### src/rtl/cmbr_mul.sv
`timescale 1ns / 1ps
// ----------------------------------------------------------------------------
// cmbr_mul
// Shared signed 33 x 33 multiplier with a registered product.
// ----------------------------------------------------------------------------
module cmbr_mul (
    input  logic               clk,
    input  logic signed [32:0] a,
    input  logic signed [32:0] b,
    output logic signed [65:0] prod
);

    logic signed [65:0] prod_reg;

    // Register the product every cycle
    always_ff @(posedge clk)
    begin
        prod_reg <= a * b;
    end

    assign prod = prod_reg;

endmodule

### config.mk
export PLATFORM = sky130hd
export DESIGN_NAME = cmbr_mul
export DESIGN_NICKNAME = d
export VERILOG_FILES = /design/src/rtl/cmbr_mul.sv
export SDC_FILE = /design/constraint.sdc
export NUM_CORES = 2
export LEC_CHECK = 0
export ABC_AREA = 1
export BUFFER_PORTS_ARGS = -buffer_cell sky130_fd_sc_hd__clkbuf_2
export CAP_MARGIN = 20
export CORE_MARGIN = 10
export CORE_UTILIZATION = 59
export DETAILED_ROUTE_END_ITERATION = 10
export PLACE_DENSITY = 0.76
export SLEW_MARGIN = 5
export SYNTH_ARGS = -nofsm -noshare
export SYNTH_HDL_FRONTEND = slang
export SYNTH_SLANG_ARGS = --single-unit
### constraint.sdc
create_clock -name clk -period 7.9 [get_ports clk]
set_clock_uncertainty 0.1 [all_clocks]
set_input_delay 0.395 -clock clk [delete_from_list [all_inputs] [get_ports clk]]
set_output_delay 0.395 -clock clk [all_outputs]
set_load 0.01 [all_outputs]
==> metrics.txt <==
Avg Inst Size Synth 7.79 um^2; Worst EP arrival 7.60 ns; I/O Buffers 132; Die X 291 um; full die area around 0.084 mm^2; Largest register FFs 66; Worst Tran Pin Value ~0.84 ns; diode count 0; HP Class input port to flop; Max-cap violations 0; Iter 0 DRT Violations 2366; post-synthesis instance total 5543; fraction of registers with async set/reset 0%; fin crit share 94.4%; placed instance area 0.0451 mm^2; syn nets 6972; core area 0.0727 mm^2; post-synth cell types 35; WS Path Type input port to flop; Worst-path clk slew 0.07 ns; Fmax achieved 134 MHz; GP Congestion 0.976; clk root buf clkbuf_16; first-pass GRT wire length just under 200000 um; die height 291 um; status complete, no violations; post-DP HPWL slightly above 100000 um; GR Util All Layers 28.8%; Setup-failing EPs final 0; CP Launch Type input port; Rel. slew slack 43.9%; boundary pin count around 130; clk buf depth 2; row cnt 99; cts hold-fix bufs 0; drt wl/cell 17.9 um; WL final 116000 um; largest net degree at the start of global routing 34; worst hold slack between 0.5 and 0.6 ns; CTS tree yes; RSZ-0062 raised after global routing false; total CTS buffers 9; Crit. End Element flop; Initial Util 59.4%; share of post-route cells with drive strength above 1 5.95%; post-synthesis sequential area ratio just over 3%; grt total ovfl 0; crit path max fanout 19; min Tclk post-route between 7 and 8 ns; post-route ant nets 0; HP Start a[0]; Final Hold Fails 0; post-CTS setup buffers 0; Worst Path Required 8.04 ns; cell taking the most area after synthesis fa_1; DR vias/cell 5.11; DRC 0; setup TNS 0 ns; Max Slew Vio Count 0; vias in the first global route 37369; DR pass1 iterations 6; number of synthesized flops with an enable pin 0; Yosys reg bits 66; Synth top cells by count 1894 x inv_1, 1517 x nand2_1, 1145 x fa_1; via count 33273; clock sinks 66; crit path launch b[3]; H-tree levels 3; Syn. warnings 0; Synth top area share 53.1%; Finished Cell Area between 0.04 and 0.05 mm^2; area grow syn2layout 5.14%; initial antenna violation count 5; area of the mapped netlist 0.0432 mm^2; most common cell in the netlist inv_1; CTS resizes 0; final net count 6976; main area contributors after synthesis fa_1 53%, inv_1 16%, nand2_1 13%, ha_1 6.3%, dfxtp_1 3.1%; Top FF cell, synth dfxtp_1
metal layers:
layer	vias to the layer above	part of all wire, %	wire length (um)	global-route usage, %
met3	368	6.6	7690	3.75
met4	10	5.6	6500	13.6
met2	1314	50	58700	51.1
met5	-	0.068	79	0
li1	14978	-	-	-
met1	16603	37	43500	34.4
worst paths after layout:
path | to | cells past startpoint
max | prod[53]$_DFF_P_ | 22
min | prod[0]$_DFF_P_ | 4
logic make-up after synthesis:
kind of cell | Yosys count | share of synthesized area, %
buf+inv | 2158 | 18.8
simple gates | 1810 | 16.6
fa+ha+maj | 1362 | 59.4
compound gates | 106 | 1.38
flops | 66 | 3.06
xor+xnor | 41 | 0.832
per-stage QoR:
| step | worst slack (ns) | std cells | utilization [%] |
|---|---|---|---|
| detailed placement | 0.117 | 6494 | 62.0 |
| global placement | 0.166 | 6494 | 62.0 |
| finish | 0.442 | 6509 | 62.4 |
| floorplan | 0.649 | 5543 | - |
| global route | 0.143 | 6509 | 62.4 |
| CTS | 0.475 | 6508 | 62.4 |
placed cells by master (no fill, tap or decap), types with 17 or more instances in the layout:
| cell | count |
|---|---|
| buf_4 | 114 |
| inv_1 | 1894 |
| dfxtp_1 | 66 |
| nor2_2 | 20 |
| clkbuf_2 | 132 |
| a21oi_1 | 61 |
| fa_1 | 1145 |
| nand2_2 | 17 |
| nand4_1 | 19 |
| nor2_1 | 131 |
| ha_1 | 217 |
| xor2_1 | 37 |
| nand2_1 | 1517 |
| nand3_1 | 70 |
| o21ai_0 | 19 |
area by class of cell:
class                   instances  area (um^2)
multi-input cells            3319        33800
fillers                      6294        27300
clock buffers                  12          256
well taps                     959         1200
inverters                    1895         7110
flip-flops and latches         66         1320
clock inverters                 2         37.5
repair buffers                256         1710
critical path: stages:
cell	delay [ns]
clkbuf_2	0.35
nand2_1	0.24
inv_1	0.11
fa_1	0.62
fa_1	0.48
fa_1	0.79
inv_1	0.16
fa_1	0.58
fa_1	0.45
fa_1	0.57
fa_1	0.43
fa_1	0.49
inv_1	0.04
ha_1	0.38
a21oi_1	0.38
nand2_1	0.16
nor2_1	0.25
nor2_1	0.09
nor2_1	0.17
nand3_1	0.18
nand2_1	0.17
nand2_1	0.06
Power is not shown: default switching activity piles up to over one toggle a cycle in this logic, so the estimate is an artifact.
