<file path="config.mk">
export PLATFORM = sky130hd
export DESIGN_NAME = cmbr_sqrt
export DESIGN_NICKNAME = d
export VERILOG_FILES = /design/src/rtl/cmbr_pkg.sv /design/src/rtl/cmbr_sqrt.sv
export SDC_FILE = /design/constraint.sdc
export NUM_CORES = 1
export LEC_CHECK = 0
export BUFFER_PORTS_ARGS = -buffer_cell sky130_fd_sc_hd__buf_2
export CORE_MARGIN = 2
export CORE_UTILIZATION = 30
export CTS_CLUSTER_DIAMETER = 100
export CTS_CLUSTER_SIZE = 10
export DETAILED_ROUTE_END_ITERATION = 7
export GPL_TIMING_DRIVEN = 0
export HOLD_SLACK_MARGIN = 0.15
export PLACE_DENSITY = 0.5
export SLEW_MARGIN = 20
export SYNTH_ARGS = -nofsm -noshare
export SYNTH_HDL_FRONTEND = slang
export SYNTH_SLANG_ARGS = --single-unit
</file>
<file path="constraint.sdc">
create_clock -name clk -period 9.6 [get_ports clk]
set_input_delay 0.48 -clock clk [delete_from_list [all_inputs] [get_ports clk]]
set_output_delay 0.48 -clock clk [all_outputs]
set_load 0.02 [all_outputs]
</file>
<file path="src/rtl/cmbr_pkg.sv">
`timescale 1ns / 1ps
// ----------------------------------------------------------------------------
// cmbr_pkg
// Shared constants, codes and structs of the backward camera model pipeline.
// ----------------------------------------------------------------------------
package cmbr_pkg;

    // Fixed-point format and table sizes
    localparam int FRAC_BITS    = 20;
    localparam int OUT_SHIFT    = FRAC_BITS - 8;
    localparam int MAX_POINTS   = 4096;
    localparam int PT_AW        = $clog2(MAX_POINTS);
    localparam int PT_CW        = PT_AW + 1;
    localparam int TONE_ENTRIES = 256;
    localparam int TONE_AW      = $clog2(TONE_ENTRIES);
    localparam int COEF_ROWS    = 4;
    localparam int MAT_ROWS     = 3;
    localparam int SQRT_STEPS   = 32;
    localparam int SQRT_CW      = $clog2(SQRT_STEPS);

    // Beat commands
    typedef enum logic [2:0] {
        CMD_PIXEL  = 3'd0,
        CMD_POINT  = 3'd1,
        CMD_WEIGHT = 3'd2,
        CMD_TONE   = 3'd3,
        CMD_COEF   = 3'd4,
        CMD_MATRIX = 3'd5
    } cmd_t;

    // Table write request
    typedef struct packed {
        logic        en;
        logic [2:0]  cmd;
        logic [11:0] idx;
        logic [1:0]  ch;
        logic [31:0] value;
    } tbl_wr_t;

    // Product waiting to be accumulated
    typedef struct packed {
        logic       valid;
        logic       to_sq;
        logic [1:0] col;
    } pend_t;

endpackage

</file>
<file path="src/rtl/cmbr_sqrt.sv">
`timescale 1ns / 1ps
// ----------------------------------------------------------------------------
// cmbr_sqrt
// Iterative floor square root of a 64-bit value, one result bit per cycle.
// ----------------------------------------------------------------------------
module cmbr_sqrt (
    input  logic        clk,
    input  logic        rst_n,
    input  logic        start,
    input  logic [63:0] radicand,
    output logic        busy,
    output logic        done,
    output logic [31:0] root
);

    logic                         busy_reg;
    logic [cmbr_pkg::SQRT_CW-1:0] cnt_reg;
    logic [63:0]                  v_reg;
    logic [63:0]                  r_reg;
    logic [63:0]                  bit_reg;
    logic [63:0]                  trial;
    logic                         take;

    assign trial = r_reg + bit_reg;
    assign take  = (v_reg >= trial);

    // Step counter
    always_ff @(posedge clk or negedge rst_n)
    begin
        if (!rst_n)
        begin
            busy_reg <= 1'b0;
            cnt_reg  <= '0;
        end
        else if (start)
        begin
            busy_reg <= 1'b1;
            cnt_reg  <= '0;
        end
        else if (busy_reg)
        begin
            cnt_reg <= cnt_reg + 1'b1;
            if (cnt_reg == cmbr_pkg::SQRT_CW'(cmbr_pkg::SQRT_STEPS - 1))
            begin
                busy_reg <= 1'b0;
            end
        end
    end

    // Restoring root step: subtract trial where it fits
    always_ff @(posedge clk)
    begin
        if (start)
        begin
            v_reg   <= radicand;
            r_reg   <= '0;
            bit_reg <= 64'h4000_0000_0000_0000;
        end
        else if (busy_reg)
        begin
            if (take)
            begin
                v_reg <= v_reg - trial;
                r_reg <= (r_reg >> 1) + bit_reg;
            end
            else
            begin
                r_reg <= r_reg >> 1;
            end
            bit_reg <= bit_reg >> 2;
        end
    end

    assign busy = busy_reg;
    assign done = busy_reg && (cnt_reg == cmbr_pkg::SQRT_CW'(cmbr_pkg::SQRT_STEPS - 1));
    assign root = r_reg[31:0];

endmodule

</file>
==> flow_metrics.py <==
metrics = {
    "floorplan": {
        "coreArea_um2": 51600,
        "io_pins": 101,
        "dieArea_um2": 54300,
        "die_h_um": 233,
        "fp-row-count": 83,
        "die_w_um": 233,
        "start_util_pct": 30.5,
    },
    "yosys": {
        "synth_area_um2": 15700,
        "synth_compound_area_share_pct": 27.9,
        "synth_edf_count": 64,
        "yosysWarningCount": 0,
        "synth_top_family_by_area": "compound AO/OA/AOI/OAI gates",
        "yosys.area_share.simple_pct": 19.0,
        "synth-xor-area-share_pct": 7.40,
        "synthAdderAreaFrac_pct": 10.6,
        "netlist_top_cells_count": "212 x nand2_1, 188 x nor2_1, 143 x a21oi_1",
        "synth.distinct_cells": 96,
        "synth_top_area_cell": "dfxtp_1",
        "ys_ff_latch": 166,
        "synth_mux_area_share_pct": 3.96,
        "synthCells": 1992,
        "synth.net_count": 2192,
        "ys_seq_area_share_pct": 25.4,
        "synth_ff_type": "dfxtp_1",
        "synth_area_leaders": "dfxtp_1 12%, edfxtp_1 12%, ha_1 10%, nand2_1 5.1%, a21oi_1 4.5%",
        "avgSynthCellArea_um2": 7.90,
        "yosysTopAreaCellShare_pct": 12.2,
        "async_reset_ff_share_pct": 3.61,
        "synth_most_common_cell": "nand2_1",
    },
    "routing": {
        "wire_per_inst_um": 21.2,
        "final_antenna_net_count": 0,
        "drt_iter0_drc": 1113,
        "vias": 15800,
        "avgViaCountPerCell": 5.64,
        "routed_wl_um": 59400,
        "first_pass_iters": 5,
        "drc": 0,
    },
    "timing": {
        "hold_viol": 0,
        "slew_headroom_pct": 16.8,
        "worst_clock_skew_ns": 0.0169,
        "setup_violations": 0,
        "maxSlewViolCount": 0,
        "tightest_slew_ns": 1.24,
        "post-route-min-period_ns": 7.75,
        "fin_crit_sh_pct": 80.8,
        "fin_tns_setup_ns": 0,
        "grt_setup_unrepaired": "no",
        "max_freq_mhz": 129,
        "worst_slack_ns": 1.85,
    },
    "global_route": {
        "grt_pass1_vias": 15300,
        "grt_overflow": 0,
        "grt.total_usage_pct": 21.7,
        "grt_pass1_wl_um": 89900,
        "antenna_found_initial": 1,
        "grt_start_max_net_pins": 23,
    },
    "placement": {
        "gp_congestion": 0.912,
        "numPortBuffers": 100,
        "dp_hpwl_um": 46800,
        "post-place-ws_ns": 1.86,
    },
    "layout": {
        "nFillCells": 5556,
        "drive_gt1_share_pct": 11.7,
        "syn2layout_area_growth_pct": 13.0,
        "diodes": 0,
        "finalNetCount": 2316,
    },
    "clock_network": {
        "cts_resized": 0,
        "cts_buffers": 17,
        "cts_tree": "done",
        "cts_max_level": 4,
        "clockRootBuffer": "clkbuf_16",
        "clk_latency_ns": 0.48,
        "clock-sinks": 166,
        "clkSlewWorstSetupHoldPaths_ns": 0.07,
        "cts.path.max_buffers": 2,
    },
    "worst_hold_path": {
        "hold_depth": 3,
        "hold_path_class": "in -> reg",
    },
    "setup_path": {
        "critPathCaptureType": "flop",
        "crit_fanout": 22,
        "ff2ff_path_depth": 22,
        "worstSetupPathType": "reg -> reg",
        "arrival_ns": 7.92,
        "crit_path_start_kind": "flop",
        "crit_required_ns": 9.77,
    },
    "outcome": {
        "status": "finished, final reports clean",
    },
    "power": {
        "p_per_area_nw_per_um2": 261,
        "max-vdd-ir-drop_mv": 0.139,
        "leakage_nw": 7.33,
    },
    "job": {
        "max-cap-violations": 0,
    },
}
-- cell type report --
| cell class | count | area, µm² | share of cell area [%] |
|---|---|---|---|
| clock buffer | 21 | 482 | 2.71 |
| sequential | 166 | 3990 | 22.5 |
| timing repair buffer | 105 | 604 | 3.40 |
| multi-input combinational | 1629 | 10900 | 61.1 |
| clock inverter | 11 | 93.8 | 0.528 |
| buffer | 136 | 674 | 3.79 |
| inverter | 61 | 229 | 1.29 |
| tap | 680 | 851 | 4.78 |
-- where the power goes --
group	internal (W)	switching, W
combinational	0.00104	0.00180
clock	0.000385	0.000328
sequential	0.000987	0.000103
total	0.00241	0.00223
-- per-layer routing --
metal	wire length, µm	track usage (%)	vias to the layer above
met5	0	0	-
met1	28000	29.5	7590
li1	-	-	7657
met2	26900	35.4	513
met4	1380	6.03	0
met3	3190	3.31	71
-- path summary, 6_finish.rpt --
path,startpoint,end,slack [ns]
max in group asynchronous,rst_n,cnt_reg[2]$_DFFE_PN0P_,9.07
min in group asynchronous,rst_n,cnt_reg[1]$_DFFE_PN0P_,0.39
worst min register to register,r_reg[0]$_SDFFE_PP0P_,r_reg[0]$_SDFFE_PP0P_,0.53
worst min-delay path,radicand[3],v_reg[3]$_DFFE_PP_,0.28
worst max register to register,r_reg[10]$_SDFFE_PP0P_,v_reg[34]$_DFFE_PP_,1.85
worst max-delay path,r_reg[10]$_SDFFE_PP0P_,v_reg[34]$_DFFE_PP_,1.85
-- metrics by stage --
stage                     hold WS [ns]  power [W]  std cells  instance area, µm²  utilization (%)
after CTS                        0.274    0.00463       2808               17800             34.4
after detailed placement         0.312    0.00390       2775               17200             33.3
after global routing             0.271    0.00499       2809               17800             34.5
after floorplan                  0.184    0.00311       1992               15700                -
after global placement           0.312    0.00389       2772               17100             33.1
final                            0.283    0.00465       2809               17800             34.5
-- placed cells by master, fill, tap and decap left out, types with 26 or more instances in the layout --
cell,count
ha_1,132
a31oi_1,58
nand3_1,35
xor2_1,72
a21o_1,36
or3_1,26
xnor2_1,61
mux2i_1,51
a211oi_1,28
nor2_1,187
inv_1,61
nand2_1,212
buf_2,117
nand4_1,44
a21oi_1,143
o21bai_1,34
edfxtp_1,64
dfxtp_1,96
nor3_1,36
o21ai_0,140
o31ai_1,52
clkbuf_1,75
buf_4,33
-- cell families after synthesis --
family	Yosys count
simple gates	641
flops	166
mux	61
compound gates	661
xor+xnor	133
buf+inv	197
fa+ha+maj	133
-- worst max-delay path: stages (launching register included) --
cell and delay (ns):
dfxtp_1 0.58, ha_1 0.27, nand2_1 0.11, nor4_2 0.39
nand4_1 0.32, a31oi_1 0.56, a31oi_1 0.32, o22ai_1 0.40
o21ai_0 0.27, o21ai_0 0.27, xnor2_1 0.13, ha_1 0.44
nand4_1 0.25, nor3_1 0.20, nand4_1 0.20, or4_1 0.53
a31oi_4 0.54, nor3_4 0.13, buf_2 0.25, buf_2 0.27
o21ai_4 0.56, buf_16 0.23, buf_16 0.18
-- what timing repair did --
action / 4_1_cts / 5_1_grt
endpoints found under the setup margin: 0 / 0
hold buffers: 1 / 0
buffers inserted: 0 / 0
hold endpoints to repair: 6 / 0
Power figures use the tool's default switching activity.
